--- config.mk ---
export PLATFORM = sky130hd
export DESIGN_NAME = serial_frame_receiver
export DESIGN_NICKNAME = d
export VERILOG_FILES = /design/src/hdl/sfr_pkg.sv /design/src/hdl/serial_frame_receiver.sv /design/src/hdl/sfr_ram.sv /design/src/hdl/sfr_datapath.sv /design/src/hdl/sfr_ctrl.sv
export SDC_FILE = /design/constraint.sdc
export NUM_CORES = 1
export LEC_CHECK = 0
export ABC_AREA = 1
export CAP_MARGIN = 0
export CORE_MARGIN = 2
export CORE_UTILIZATION = 39
export DETAILED_ROUTE_END_ITERATION = 16
export DONT_BUFFER_PORTS = 1
export GPL_ROUTABILITY_DRIVEN = 1
export PLACE_DENSITY = 0.57
export SLEW_MARGIN = 20
export SYNTH_ARGS = -nofsm -noshare
export SYNTH_HDL_FRONTEND = slang
export SYNTH_SLANG_ARGS = --single-unit
--- constraint.sdc ---
create_clock -name clock -period 2.58 [get_ports clock]
set_input_delay 0.516 -clock clock [delete_from_list [all_inputs] [get_ports clock]]
set_output_delay 0.516 -clock clock [all_outputs]
set_load 0.01 [all_outputs]
--- src/hdl/sfr_pkg.sv ---
// Shared constants, codes and interface types for the serial frame receiver.
package sfr_pkg;

   localparam int MAX_PAYLOAD = 16;
   localparam int HDR_LEN     = 5;
   localparam int POS_W       = $clog2(HDR_LEN + MAX_PAYLOAD + 1);
   localparam int IDX_W       = $clog2(MAX_PAYLOAD);
   localparam int LEN_W       = 5;
   localparam int CSR_IDX_W   = 2;
   localparam int CSR_DATA_W  = 64;
   localparam int NUM_TYPES   = 8;

   localparam logic [7:0] CHECK_BASE   = 8'hFC;
   localparam logic [7:0] MAX_LEN_BYTE = 8'(MAX_PAYLOAD);

   localparam logic [7:0] SYNC_RESET       = 8'hFC;
   localparam logic [7:0] PRE_FIRST_RESET  = 8'h02;
   localparam logic [7:0] PRE_SECOND_RESET = 8'h7A;

   localparam logic [CSR_IDX_W-1:0] CSR_SYNC       = 2'd0;
   localparam logic [CSR_IDX_W-1:0] CSR_PRE_FIRST  = 2'd1;
   localparam logic [CSR_IDX_W-1:0] CSR_PRE_SECOND = 2'd2;
   localparam logic [CSR_IDX_W-1:0] CSR_TYPES      = 2'd3;

   localparam logic [POS_W-1:0] POS_HUNT     = POS_W'(0);
   localparam logic [POS_W-1:0] POS_TYPE     = POS_W'(1);
   localparam logic [POS_W-1:0] POS_PRE_1    = POS_W'(2);
   localparam logic [POS_W-1:0] POS_PRE_2    = POS_W'(3);
   localparam logic [POS_W-1:0] POS_LENGTH   = POS_W'(4);
   localparam logic [POS_W-1:0] POS_PAYLOAD  = POS_W'(HDR_LEN);

   typedef enum logic [1:0] {
      ST_RUN,
      ST_FETCH,
      ST_SEND
   } state_type;

   typedef struct packed {
      logic accept;
      logic fetch;
      logic advance;
   } ctl_cmd_type;

   typedef struct packed {
      logic frame_good;
      logic empty;
      logic last;
   } dp_stat_type;

endpackage

--- src/hdl/serial_frame_receiver.sv ---
// Top level of the serial frame receiver with additive checksum.
// While receiving, one byte item is taken per cycle, and frame bytes cause no results.
// After a good check byte, a store read state comes before the first result (none for an empty
// frame); each payload result is a store read, then an output, plus any stall.
// No byte is taken while a payload run is read out.
// Reset is synchronous: configuration returns to defaults and the parser hunts for sync.
module serial_frame_receiver (
   input  logic                            clock,
   input  logic                            reset,
   input  logic                            req_valid,
   output logic                            req_stall,
   input  logic [7:0]                      req_rx_byte,
   output logic                            rsp_valid,
   input  logic                            rsp_stall,
   output logic [7:0]                      rsp_frame_type,
   output logic [sfr_pkg::LEN_W-1:0]       rsp_payload_length,
   output logic [sfr_pkg::IDX_W-1:0]       rsp_byte_index,
   output logic [7:0]                      rsp_payload_byte,
   output logic                            rsp_has_byte,
   output logic                            rsp_last,
   input  logic                            csr_write,
   input  logic [sfr_pkg::CSR_IDX_W-1:0]   csr_index,
   input  logic [sfr_pkg::CSR_DATA_W-1:0]  csr_wdata
);
   import sfr_pkg::*;

   ctl_cmd_type cmd;
   dp_stat_type stat;

   sfr_ctrl u_ctrl (
      .clock     (clock),
      .reset     (reset),
      .req_valid (req_valid),
      .req_stall (req_stall),
      .rsp_valid (rsp_valid),
      .rsp_stall (rsp_stall),
      .stat      (stat),
      .cmd       (cmd)
   );

   sfr_datapath u_datapath (
      .clock          (clock),
      .reset          (reset),
      .cmd            (cmd),
      .stat           (stat),
      .rx_byte        (req_rx_byte),
      .csr_write      (csr_write),
      .csr_index      (csr_index),
      .csr_wdata      (csr_wdata),
      .frame_type     (rsp_frame_type),
      .payload_length (rsp_payload_length),
      .byte_index     (rsp_byte_index),
      .payload_byte   (rsp_payload_byte),
      .has_byte       (rsp_has_byte)
   );

   assign rsp_last = stat.last;

endmodule

--- src/hdl/sfr_ram.sv ---
// Generic single-port-write, single-port-read RAM with registered read data.
module sfr_ram #(
   parameter int WIDTH = 8,
   parameter int DEPTH = 16
) (
   input  logic                     clock,
   input  logic                     wr_en,
   input  logic [$clog2(DEPTH)-1:0] wr_addr,
   input  logic [WIDTH-1:0]         wr_data,
   input  logic                     rd_en,
   input  logic [$clog2(DEPTH)-1:0] rd_addr,
   output logic [WIDTH-1:0]         rd_data
);

   logic [WIDTH-1:0] mem_ff [DEPTH];
   logic [WIDTH-1:0] rd_data_ff;

   always_ff @(posedge clock) begin
      if (wr_en) begin
         mem_ff[wr_addr] <= wr_data;
      end
      if (rd_en) begin
         rd_data_ff <= mem_ff[rd_addr];
      end
   end

   assign rd_data = rd_data_ff;

endmodule

--- src/hdl/sfr_datapath.sv ---
// Datapath: configuration registers, frame parsing state, checksum and payload store.
module sfr_datapath (
   input  logic                            clock,
   input  logic                            reset,
   input  sfr_pkg::ctl_cmd_type            cmd,
   output sfr_pkg::dp_stat_type            stat,
   input  logic [7:0]                      rx_byte,
   input  logic                            csr_write,
   input  logic [sfr_pkg::CSR_IDX_W-1:0]   csr_index,
   input  logic [sfr_pkg::CSR_DATA_W-1:0]  csr_wdata,
   output logic [7:0]                      frame_type,
   output logic [sfr_pkg::LEN_W-1:0]       payload_length,
   output logic [sfr_pkg::IDX_W-1:0]       byte_index,
   output logic [7:0]                      payload_byte,
   output logic                            has_byte
);
   import sfr_pkg::*;

   logic [7:0]            sync_ff, pre_first_ff, pre_second_ff;
   logic [CSR_DATA_W-1:0] types_ff;

   logic [POS_W-1:0] pos_ff, pos_in;
   logic [LEN_W-1:0] len_ff, len_in;
   logic [7:0]       sum_ff, sum_in;
   logic [7:0]       type_ff, type_in;
   logic [IDX_W-1:0] idx_ff, idx_in;

   logic             type_ok;
   logic             frame_good;
   logic [POS_W-1:0] payload_end;
   logic [POS_W-1:0] slot;
   logic             wr_en;
   logic [7:0]       rd_data;
   logic [7:0]       sum_next;

   always_comb begin
      type_ok = 1'b0;
      for (int k = 0; k < NUM_TYPES; k++) begin
         if (types_ff[8*k +: 8] == rx_byte) begin
            type_ok = 1'b1;
         end
      end
   end

   assign payload_end = POS_PAYLOAD + POS_W'(len_ff);
   assign slot        = pos_ff - POS_PAYLOAD;
   assign sum_next    = sum_ff + rx_byte;

   always_comb begin
      pos_in     = pos_ff;
      len_in     = len_ff;
      sum_in     = sum_ff;
      type_in    = type_ff;
      wr_en      = 1'b0;
      frame_good = 1'b0;
      if (cmd.accept) begin
         if (pos_ff == POS_HUNT) begin
            if (rx_byte == sync_ff) begin
               sum_in = rx_byte;
               pos_in = POS_TYPE;
            end
         end else if (pos_ff == POS_TYPE) begin
            if (type_ok) begin
               type_in = rx_byte;
               sum_in  = sum_next;
               pos_in  = pos_ff + 1'b1;
            end else begin
               pos_in = POS_HUNT;
            end
         end else if (pos_ff == POS_PRE_1) begin
            if (rx_byte == pre_first_ff) begin
               sum_in = sum_next;
               pos_in = pos_ff + 1'b1;
            end else begin
               pos_in = POS_HUNT;
            end
         end else if (pos_ff == POS_PRE_2) begin
            if (rx_byte == pre_second_ff) begin
               sum_in = sum_next;
               pos_in = pos_ff + 1'b1;
            end else begin
               pos_in = POS_HUNT;
            end
         end else if (pos_ff == POS_LENGTH) begin
            if (rx_byte <= MAX_LEN_BYTE) begin
               len_in = rx_byte[LEN_W-1:0];
               sum_in = sum_next;
               pos_in = pos_ff + 1'b1;
            end else begin
               pos_in = POS_HUNT;
            end
         end else if (pos_ff < payload_end) begin
            wr_en  = 1'b1;
            sum_in = sum_next;
            pos_in = pos_ff + 1'b1;
         end else begin
            pos_in     = POS_HUNT;
            frame_good = ((CHECK_BASE - sum_ff) == rx_byte);
         end
      end
   end

   always_comb begin
      idx_in = idx_ff;
      if (frame_good) begin
         idx_in = '0;
      end else if (cmd.advance) begin
         idx_in = idx_ff + 1'b1;
      end
   end

   always_ff @(posedge clock) begin
      if (reset) begin
         sync_ff       <= SYNC_RESET;
         pre_first_ff  <= PRE_FIRST_RESET;
         pre_second_ff <= PRE_SECOND_RESET;
         types_ff      <= '0;
         pos_ff        <= POS_HUNT;
         len_ff        <= '0;
         sum_ff        <= '0;
         type_ff       <= '0;
         idx_ff        <= '0;
      end else begin
         if (csr_write) begin
            case (csr_index)
               CSR_SYNC:       sync_ff       <= csr_wdata[7:0];
               CSR_PRE_FIRST:  pre_first_ff  <= csr_wdata[7:0];
               CSR_PRE_SECOND: pre_second_ff <= csr_wdata[7:0];
               CSR_TYPES:      types_ff      <= csr_wdata;
               default: ;
            endcase
         end
         pos_ff  <= pos_in;
         len_ff  <= len_in;
         sum_ff  <= sum_in;
         type_ff <= type_in;
         idx_ff  <= idx_in;
      end
   end

   sfr_ram #(
      .WIDTH (8),
      .DEPTH (MAX_PAYLOAD)
   ) u_store (
      .clock   (clock),
      .wr_en   (wr_en),
      .wr_addr (slot[IDX_W-1:0]),
      .wr_data (rx_byte),
      .rd_en   (cmd.fetch),
      .rd_addr (idx_ff),
      .rd_data (rd_data)
   );

   assign stat.frame_good = frame_good;
   assign stat.empty      = (len_ff == '0);
   assign stat.last       = (len_ff == '0) || ((LEN_W'(idx_ff) + 1'b1) == len_ff);

   assign frame_type     = type_ff;
   assign payload_length = len_ff;
   assign byte_index     = idx_ff;
   assign has_byte       = (len_ff != '0);
   assign payload_byte   = has_byte ? rd_data : 8'h00;

endmodule

--- src/hdl/sfr_ctrl.sv ---
// Controller: byte intake versus payload readout sequencing.
module sfr_ctrl (
   input  logic                  clock,
   input  logic                  reset,
   input  logic                  req_valid,
   output logic                  req_stall,
   output logic                  rsp_valid,
   input  logic                  rsp_stall,
   input  sfr_pkg::dp_stat_type  stat,
   output sfr_pkg::ctl_cmd_type  cmd
);
   import sfr_pkg::*;

   state_type state_ff, state_in;

   always_ff @(posedge clock) begin
      if (reset) begin
         state_ff <= ST_RUN;
      end else begin
         state_ff <= state_in;
      end
   end

   always_comb begin
      state_in    = state_ff;
      req_stall   = 1'b1;
      rsp_valid   = 1'b0;
      cmd.accept  = 1'b0;
      cmd.fetch   = 1'b0;
      cmd.advance = 1'b0;
      case (state_ff)
         ST_RUN: begin
            req_stall  = 1'b0;
            cmd.accept = req_valid;
            if (stat.frame_good) begin
               state_in = stat.empty ? ST_SEND : ST_FETCH;
            end
         end
         ST_FETCH: begin
            cmd.fetch = 1'b1;
            state_in  = ST_SEND;
         end
         ST_SEND: begin
            rsp_valid = 1'b1;
            if (!rsp_stall) begin
               if (stat.last) begin
                  state_in = ST_RUN;
               end else begin
                  cmd.advance = 1'b1;
                  state_in    = ST_FETCH;
               end
            end
         end
         default: begin
            state_in = ST_RUN;
         end
      endcase
   end

endmodule
# After elaboration in Yosys (flattened, before gate mapping)
# Memory sizes are Yosys's and may differ from the RTL's. A register that Yosys moved wholly into a read port is not among the register bits.
# Cells that the tools add are included.
# classes
n_eq_ne	29
magnitude_cmp	2
reduce_logical	17
n_addsub	7
mux	59
bitwise	4
# op_table
op	n
$eq 8x8->1	12
$mux 8	12
$mux 5	11
$mux 1	32
$reduce_and 7->1	2
$reduce_and 2->1	6
$eq 5x2->1 const B	2
$logic_not 5->1	2
$add 8x8->8	1
$le 8x5->1 const B	1
$sub 8x8->8 const A	1
$eq 2x2->1 const B	3
$mux 2	3
$ne 6x2->1 const B	1
$pmux 2 s3	1
$reduce_bool 6->1	1
$add 3x5->5 const A	1
$add 4x1->5 const B	1
$add 5x1->5 const B	1
$eq 5x1->1 const B	1
$eq 5x3->1 const B	1
$eq 5x5->1	1
$lt 5x5->1	1
$ne 5x2->1 const B	1
13 further kinds	19
# word_totals
ff_bits	120
mem_bits_rw	128
out_inout_bits	29
mem_count	1
wordCells	129
in_bits	79
# mem_list
name	depth	width	read_ports	rd_ports_with_merged_regs	wr	line	text
u_datapath.u_store.mem_ff	16	8	1	1	1	sfr_ram.sv:15	logic [WIDTH-1:0] mem_ff [DEPTH];

# Longest topological paths before layout
# Gate-level depths: netlist of the first run.
# logic_depth
word_depth	12
mapped_depth	18
ltp_nobuf	17

# Cells and area by module
# From an unflattened synthesis of the first run, not the netlist that was laid out.
# hier_totals
cells_unflattened	1566
area_unflattened_um2	12919.9
# modules_own_cells
mod	seq_area_each_um2	cells_each	instances	area_per_inst_um2
sfr_datapath	2362.3	992	1	6932.9
sfr_ram	4083.9	551	1	5846.9
sfr_ctrl	40.0	23	1	140.1

# Least setup slack after synthesis of the first run
# OpenSTA, ideal clock, no wires.
# synth_timing
path_kind	register -> register
from	register u_datapath.len_ff[1] (netlist: u_datapath.payload_length[1])
to	memory u_datapath.u_store.mem_ff[15][0] (enable)
path_buffers	0
synth_period_minus_slack_ns	2.711
path_slack_ns	-0.131
arrival_ns	2.327
t_required_ns	2.197
setup_time_ns	0.383
stages_incl_launch_ff	10
path_cell_list	dfxtp_1 ha_1 o21ai_0 xor2_1 ha_1 a21oi_1 nand3_1 nor2_1 nand2_1 nor3_1
# synth_between
elab_chain_len	11
# synth_rtl
element	line	text
start, declared	sfr_datapath.sv:23	logic [LEN_W-1:0] len_ff, len_in;
start signal, assigned	sfr_datapath.sv:134	len_ff <= len_in;
$add 3x5->5	sfr_datapath.sv:45	assign payload_end = POS_PAYLOAD + POS_W'(len_ff);
$lt 5x5->1	sfr_datapath.sv:92	end else if (pos_ff < payload_end) begin
$mux 1	sfr_datapath.sv:92	
$mux 1	sfr_datapath.sv:84	end else if (pos_ff == POS_LENGTH) begin
$mux 1	sfr_datapath.sv:77	end else if (pos_ff == POS_PRE_2) begin
$mux 1	sfr_datapath.sv:70	end else if (pos_ff == POS_PRE_1) begin
$mux 1	sfr_datapath.sv:62	end else if (pos_ff == POS_TYPE) begin
$mux 1	sfr_datapath.sv:57	if (pos_ff == POS_HUNT) begin
$mux 1	sfr_datapath.sv:56	if (cmd.accept) begin
$mux 1	sfr_ram.sv:19	if (wr_en) begin
$mux 1 (implied by the code)	sfr_ram.sv:20	mem_ff[wr_addr] <= wr_data;
end, declared	sfr_ram.sv:15	
# Every way passes these cells.

# Worst setup path in the final report of the first run
# layout_timing
from	register u_datapath.len_ff[1] (netlist: u_datapath.payload_length[1])
to	memory u_datapath.u_store.mem_ff[7][5] (enable)
# The elaborated chain is that of the path after synthesis.

==> out/metrics.yaml, run 1 <==
cts_buffers: 28
grt_use_met1: 0.2737
synthToLayoutAreaGrowth_pct: 13.05
avgRoutedWirePerCell_um: 17.65
hold_depth: 1
leakage_nw: 5.272
avgSynthCellArea_um2: 8.766
grt_usage: 0.1916
grt_util_met3: 0.03044
clockPowerShare: 0.455
vias: 9318
maxSlewViolCount: 0
nets: 1503
hpwl_um: 20790
fillCellCount: 2993
dieArea_mm2: 0.03272
wl_um: 32100
reg2regPathDepth: 13
endpoint_kind: "flop"
syn_nets: 1493
cts.sinks: 256
io_pins: 108
grt_pass1_vias: 8877
cts_tree: "built"
rsz0062_at_grt: "yes"
grt-busiest-layer: "met2"
ys_warn_count: 0
drv_cap: 0
finalHoldViolations: 0
cp_data_required_time_ns: 2.83
cts-root-buf: "clkbuf_16"
worstPathArrival_ns: 2.72
synth_top_area_cell: "edfxtp_1"
p_per_area_mw_per_mm2: 636.8
viasPerCell: 5.123
peakVddDrop_mv: 0.5731
path_clk_slew_ns: 0.06
clock_path_buffers: 3
power_switching_mw: 1.873
setup_viol: 0
synth_edf_count: 136
swShare: 0.2132
die_h_um: 180.9
globalRouteOverflowTotal: 0
yosys.cell_count.top_type: "nand2_1"
synth_seq_area_share: 0.5316
synthDistinctLibCells: 39
skew_ns: 0.01176
path_max_fanout: 8
final.min_clock_period_ns: 2.476
ant_nets: 0
synth_common_cells: "nand2_1 (248), nor2_1 (172), o21ai_0 (166), edfxtp_1 (136), inv_1 (135)"
cts_hold_buffers: 0
slew_headroom: 0.4822
critPathKind: "reg2reg"
worst_pin_slew_ns: 0.7738
grt_use_met2: 0.3051
layout-drive-gt1-share: 0.09775
hold_ws_ns: 0.04367
syn_inst: 1392
ys_seq_elements: 256
antenna_found_initial: 3
hp-class: "in2reg"
grt_pass1_wl_um: 49990
core_area_mm2: 0.03067
first_pass_iters: 5
rows: 64
comb_power_share: 0.045
status: "finished, final reports clean"
grt_max_degree: 103
synth_area_leaders: "edfxtp_1 (33%), dfxtp_1 (20%), nand2_1 (7.6%), o21ai_0 (6.8%), nor2_1 (5.3%)"
place_congestion: 0.8131
p_seq_frac: 0.501
h-tree-depth: 1
syn-cell-area_mm2: 0.01220
die_width_um: 180.9
drc: 0
synth_ff_type: "edfxtp_1"
initial_core_util: 0.3978
p_int_mw: 6.911
clock.fmax_mhz: 403.9
critPathLaunchType: "flop"
port-buffer-count: 0
synth.top_cell.area_share: 0.3347
initialDrtViolationCount: 697
power.total_mw: 8.784
clk-insertion-delay-late_ns: 0.54
post-route-period-util: 0.9597
async_flop_share: 0
## what timing repair did
item,in CTS,in global routing
endpoints found under the setup margin,104,141
buffers inserted,0,1
gates resized for setup,4,43
cloned,0,1
pin swaps,1,17
## final cells by class
cell class,instances,area (µm²),share of cell area
Sequential cell,256,6494,0.4707
Tap cell,396,495.5,0.03592
Multi-Input combinational cell,927,4918,0.3566
Inverter,141,533.0,0.03864
Antenna cell,1,2.502,0.0001814
Timing Repair Buffer,48,435.4,0.03156
Clock inverter,9,95.09,0.006893
Clock buffer,41,820.8,0.05950
## layout by cell type (no fill, tap or decap), types with 4 or more instances in the layout
| master | netlist | final |
|---|---|---|
| nand2_2 | 4 | 6 |
| dfxtp_1 | 120 | 116 |
| xor2_1 | 20 | 20 |
| nor2_1 | 172 | 162 |
| buf_4 | 2 | 35 |
| o21ai_0 | 166 | 165 |
| nand2_4 | 0 | 4 |
| ha_1 | 21 | 19 |
| clkbuf_16 | 0 | 29 |
| nor2_2 | 2 | 11 |
| a21oi_1 | 110 | 109 |
| o22ai_1 | 37 | 37 |
| inv_2 | 4 | 4 |
| edfxtp_1 | 136 | 136 |
| nor3_1 | 9 | 6 |
| clkbuf_1 | 44 | 7 |
| nand3_1 | 38 | 36 |
| inv_1 | 135 | 134 |
| xnor2_1 | 63 | 63 |
| clkinv_1 | 1 | 4 |
| a22oi_1 | 4 | 4 |
| nand4_1 | 17 | 17 |
| buf_6 | 12 | 10 |
| clkbuf_8 | 1 | 5 |
| nand2_1 | 248 | 242 |
| clkinv_2 | 1 | 4 |
## cells by family (layout without fill, tap and decap cells)
family	Yosys count	after routing	share of synthesized area
buf+inv	210	239	0.07793
xor+xnor	84	84	0.06091
compound gates	321	321	0.1377
fa+ha+maj	22	22	0.02317
simple gates	499	500	0.1687
other cells	0	1	0
flops	256	256	0.5316
## critical path, stage by stage (launching register included)
cell and delay [ns]:
dfxtp_2 0.33, ha_4 0.16, o21ai_2 0.13, xor2_1 0.22, ha_1 0.30, nand2_1 0.09
nor2_1 0.04, nand2_1 0.06, nand3_2 0.09, nor2_4 0.14, nand2_2 0.09, buf_6 0.15
nor3_1 0.14, buf_4 0.21
## per-stage QoR
step | TNS, ns | util | cell area, µm² | std cells | setup slack [ns]
floorplan | -3.372 | - | 12210 | 1392 | -0.1044
global placement | 0 | 0.4136 | 12690 | 1766 | 0.02030
detailed placement | -2.054 | 0.4136 | 12690 | 1766 | -0.05676
CTS | 0 | 0.4437 | 13610 | 1816 | 0.02108
global route | -2.406 | 0.4497 | 13790 | 1818 | -0.04685
finish | 0 | 0.4498 | 13790 | 1819 | 0.1039
## final timing paths
path / from / endpoint / slack, ns
worst min-delay path: reset / u_datapath.frame_type[0] / 0.04
worst max-delay path: u_datapath.payload_length[1] / u_datapath.u_store.mem_ff[7][5] / 0.10
worst min register to register: u_datapath.types_ff[10] / u_datapath.types_ff[10] / 0.46
worst max register to register: u_datapath.payload_length[1] / u_datapath.u_store.mem_ff[7][5] / 0.10
## registers in the layout, summed over array words and instances, names as in the netlist
name,cells
u_datapath.pos_ff,5
u_datapath.sync_ff,8
u_datapath.byte_index,4
u_datapath.sum_ff,8
u_datapath.payload_length,5
u_datapath.u_store.mem_ff,128
u_ctrl.state_ff,2
u_datapath.frame_type,8
u_datapath.u_store.rd_data,8
u_datapath.pre_second_ff,8
u_datapath.pre_first_ff,8
u_datapath.types_ff,64
## power by group through the flow
| stage | Combinational [mW] | Clock (mW) | Sequential (mW) |
|---|---|---|---|
| final | 0.392 | 4.00 | 4.40 |
| after global routing | 0.453 | 4.22 | 4.40 |
| after global placement | 0.386 | 0 | 4.48 |
| after detailed placement | 0.392 | 0 | 4.49 |
| after floorplan | 0.382 | 0 | 4.48 |
| after CTS | 0.394 | 4.08 | 4.40 |
## layer usage
metal / vias up / part of all wire
li1: 4652 / -
met2: 293 / 0.45
met4: 4 / 0.021
met5: - / 0.00084
met3: 52 / 0.061
met1: 4317 / 0.47
Note: power is estimated with default switching activity, not from simulation.
==> inputs of run 2 (changes only) <==
Settings changed: ABC_AREA 1 to not set.
==> out/metrics.yaml, run 2 <==
worstPathArrival_ns: 1.98  # was 2.72 ns
first_pass_iters: 7  # was 5
hold_depth: 1  # unchanged
rows: 63  # was 64
avgRoutedWirePerCell_um: 19.93  # was 17.65 µm
synthDistinctLibCells: 64  # was 39
grt_max_degree: 104  # was 103
avgSynthCellArea_um2: 11.31  # was 8.766 µm²
ff2ff_setup_slack_ns: 0.09  # was 0.10 ns
syn_nets: 1150  # was 1493
hpwl_um: 18940  # was 20790 µm
ys_seq_elements: 256  # unchanged
vias: 7884  # was 9318
status: "finished, final reports clean"  # unchanged
async_flop_share: 0  # unchanged
endpoint_kind: "primary output"  # was flop
p_per_area_mw_per_mm2: 648.6  # was 636.8 mW/mm²
synth_common_cells: "nand2_1 (198), edfxtp_1 (136), dfxtp_1 (120), a21oi_1 (87), xor2_1 (70)"  # was nand2_1 (248), nor2_1 (172), o21ai_0 (166), edfxtp_1 (136), inv_1 (135)
grt_pass1_wl_um: 45400  # was 49990 µm
synth_seq_area_share: 0.5465  # was 0.5316
largest-register: "u_datapath.u_store.mem_ff"  # unchanged
synth.top_cell.area_share: 0.3441  # was 0.3347
peakVddDrop_mv: 0.4872  # was 0.5731 mV
port-buffer-count: 0  # unchanged
mostFrequentLayoutCells: "nand2_1 (196), edfxtp_1 (136), dfxtp_1 (115), a21oi_1 (86), xor2_1 (70)"  # was nand2_1 (242), o21ai_0 (165), nor2_1 (162), edfxtp_1 (136), inv_1 (134)
ys_warn_count: 0  # unchanged
worst_pin_slew_ns: 0.9008  # was 0.7738 ns
die_h_um: 178.5  # was 180.9 µm
critPathLaunchType: "flop"  # unchanged
largest_reg_flops: 128  # unchanged
globalRouteOverflowTotal: 0  # unchanged
antenna_found_initial: 0  # was 3
initialDrtViolationCount: 655  # was 697
wl_um: 29450  # was 32100 µm
diodes: 0  # was 1
largestRegisters: "u_datapath.u_store.mem_ff x128, u_datapath.types_ff x64"  # unchanged
synth_ff_type: "edfxtp_1"  # unchanged
cp_data_required_time_ns: 2.06  # was 2.83 ns
maxSlewViolCount: 0  # unchanged
finalWorstSetupSlack_ns: 0.08516  # was 0.1039 ns
h-tree-depth: 1  # unchanged
post-route-period-util: 0.9670  # was 0.9597
cts.sinks: 256  # unchanged
nets: 1169  # was 1503
io_pins: 108  # unchanged
rr_startpoint: "u_datapath.payload_length[0]"  # was u_datapath.payload_length[1]
clock.fmax_mhz: 400.8  # was 403.9 MHz
drv_cap: 0  # unchanged
synth_edf_count: 136  # unchanged
leakage_nw: 4.641  # was 5.272 nW
reg2regPathDepth: 11  # was 13
viasPerCell: 5.334  # was 5.123
path_max_fanout: 15  # was 8
dieArea_mm2: 0.03184  # was 0.03272 mm²
yosys.cell_count.top_type: "nand2_1"  # unchanged
synthToLayoutAreaGrowth_pct: 13.49  # was 13.05%
cts_hold_buffers: 0  # unchanged
drc: 0  # unchanged
synth_top_area_cell: "edfxtp_1"  # unchanged
hold_end: "u_datapath.types_ff[58]"  # was u_datapath.frame_type[0]
core_area_mm2: 0.02980  # was 0.03067 mm²
final_common_cell: "nand2_1"  # unchanged
grt_usage: 0.1862  # was 0.1916
critPathKind: "reg2out"  # was reg2reg
initial_core_util: 0.3983  # was 0.3978
finalHoldViolations: 0  # unchanged
setup_viol: 0  # unchanged
setup-tns-final_ns: 0  # unchanged
reg2reg_to: "u_datapath.u_store.mem_ff[5][5]"  # was u_datapath.u_store.mem_ff[7][5]
hp-class: "in2reg"  # unchanged
path_clk_slew_ns: 0.06  # about the same
cts_tree: "built"  # unchanged
layout-drive-gt1-share: 0.1645  # was 0.09775
skew_ns: 0.02861  # was 0.01176 ns
synth_area_leaders: "edfxtp_1 (34%), dfxtp_1 (20%), mux4_2 (7.6%), nand2_1 (6.3%), xor2_1 (5.2%)"  # was edfxtp_1 (33%), dfxtp_1 (20%), nand2_1 (7.6%), o21ai_0 (6.8%), nor2_1 (5.3%)
grt_pass1_vias: 7788  # was 8877
dpl_worst_slack_ns: -0.1094  # was -0.05676 ns
syn-cell-area_mm2: 0.01187  # was 0.01220 mm²
syn_inst: 1049  # was 1392
holdCritStartpoint: "reset"  # unchanged
cts_buffers: 28  # unchanged
ant_nets: 0  # unchanged
clk-insertion-delay-late_ns: 0.56  # was 0.54 ns
rsz0062_at_grt: "yes"  # unchanged
place_congestion: 0.7934  # was 0.8131
cts-root-buf: "clkbuf_16"  # unchanged
slew_headroom: 0.3982  # was 0.4822
fillCellCount: 2823  # was 2993
final.min_clock_period_ns: 2.495  # was 2.476 ns
die_width_um: 178.5  # was 180.9 µm
clock_path_buffers: 3  # unchanged
==> run 2: how the worst max path moves through the flow <==
stage	slack, ns	to	start
after floorplan	-0.02	u_datapath.u_store.mem_ff[3][0]	u_datapath.payload_length[0]
after global placement	-0.07	u_datapath.u_store.mem_ff[8][3]	u_datapath.payload_length[0]
after detailed placement	-0.11	u_datapath.u_store.mem_ff[8][3]	u_datapath.payload_length[0]
after CTS	0.004	u_datapath.u_store.mem_ff[4][4]	u_datapath.payload_length[0]
after global routing	-0.04	u_datapath.u_store.mem_ff[11][1]	u_datapath.payload_length[0]
final	0.09	rsp_payload_byte[2]	u_datapath.payload_length[3]
==> run 2: per-layer routing <==
| layer | up-vias | GRT usage | routed length (µm) |
|---|---|---|---|
| met5 | - | 0 | 0 |
| met4 | 0 | 0.05522 | 831 |
| met3 | 42 | 0.02984 | 1444 |
| met2 | 211 | 0.3081 | 14070 |
| met1 | 3856 | 0.2519 | 13110 |
| li1 | 3775 | - | - |
==> run 2: worst max-delay path: stages, from the launching register on <==
cell	delay [ns]
dfxtp_1	0.33
buf_4	0.17
or4b_4	0.67
and2_1	0.25
==> run 2: area by class of cell <==
class,instances,area [µm²],area share
clock inverter,10,77.57,0.005759
clock buffer,40,797.0,0.05917
inverter,14,52.55,0.003901
sequential,256,6492,0.4820
tap,390,488.0,0.03623
timing repair buffer,56,473.0,0.03511
multi-input combinational,712,5090,0.3779
==> run 2: logic make-up (layout without fill, tap and decap cells) <==
group           after synthesis  count (layout)  synth area share
compound gates              151             151           0.07801
xor+xnor                    113             113           0.08339
fa+ha+maj                    22              22           0.02382
buf+inv                      81             120           0.03173
flops                       256             256            0.5465
mux                          66              66           0.09783
simple gates                360             360            0.1387
==> run 2: timing repair <==
| item | 4_1_cts | 5_1_grt |
|---|---|---|
| resized for setup | 9 | 20 |
| setup buffers | 0 | 1 |
| setup endpoints to repair | 106 | 133 |
| pin swaps | 1 | 6 |
==> run 2: per-stage QoR <==
| step | cell area, µm² | hold WS (ns) | utilization | power (mW) | std cells |
|---|---|---|---|---|---|
| 6_report | 13470 | 0.03833 | 0.4521 | 8.737 | 1478 |
| 5_1_grt | 13470 | 0.01983 | 0.4521 | 9.067 | 1478 |
| 3_5_place_dp | 12500 | 0.4524 | 0.4196 | 5.039 | 1427 |
| 3_3_place_gp | 12500 | 0.4488 | 0.4196 | 5.031 | 1427 |
| 4_1_cts | 13410 | 0.01794 | 0.4500 | 8.811 | 1477 |
| 2_1_floorplan | 11880 | 0.4478 | - | 4.970 | 1049 |
==> run 2: where the power goes <==
part / internal, mW / switching (mW)
clock: 2.15 / 1.62
combinational: 0.244 / 0.305
sequential: 4.36 / 0.0538
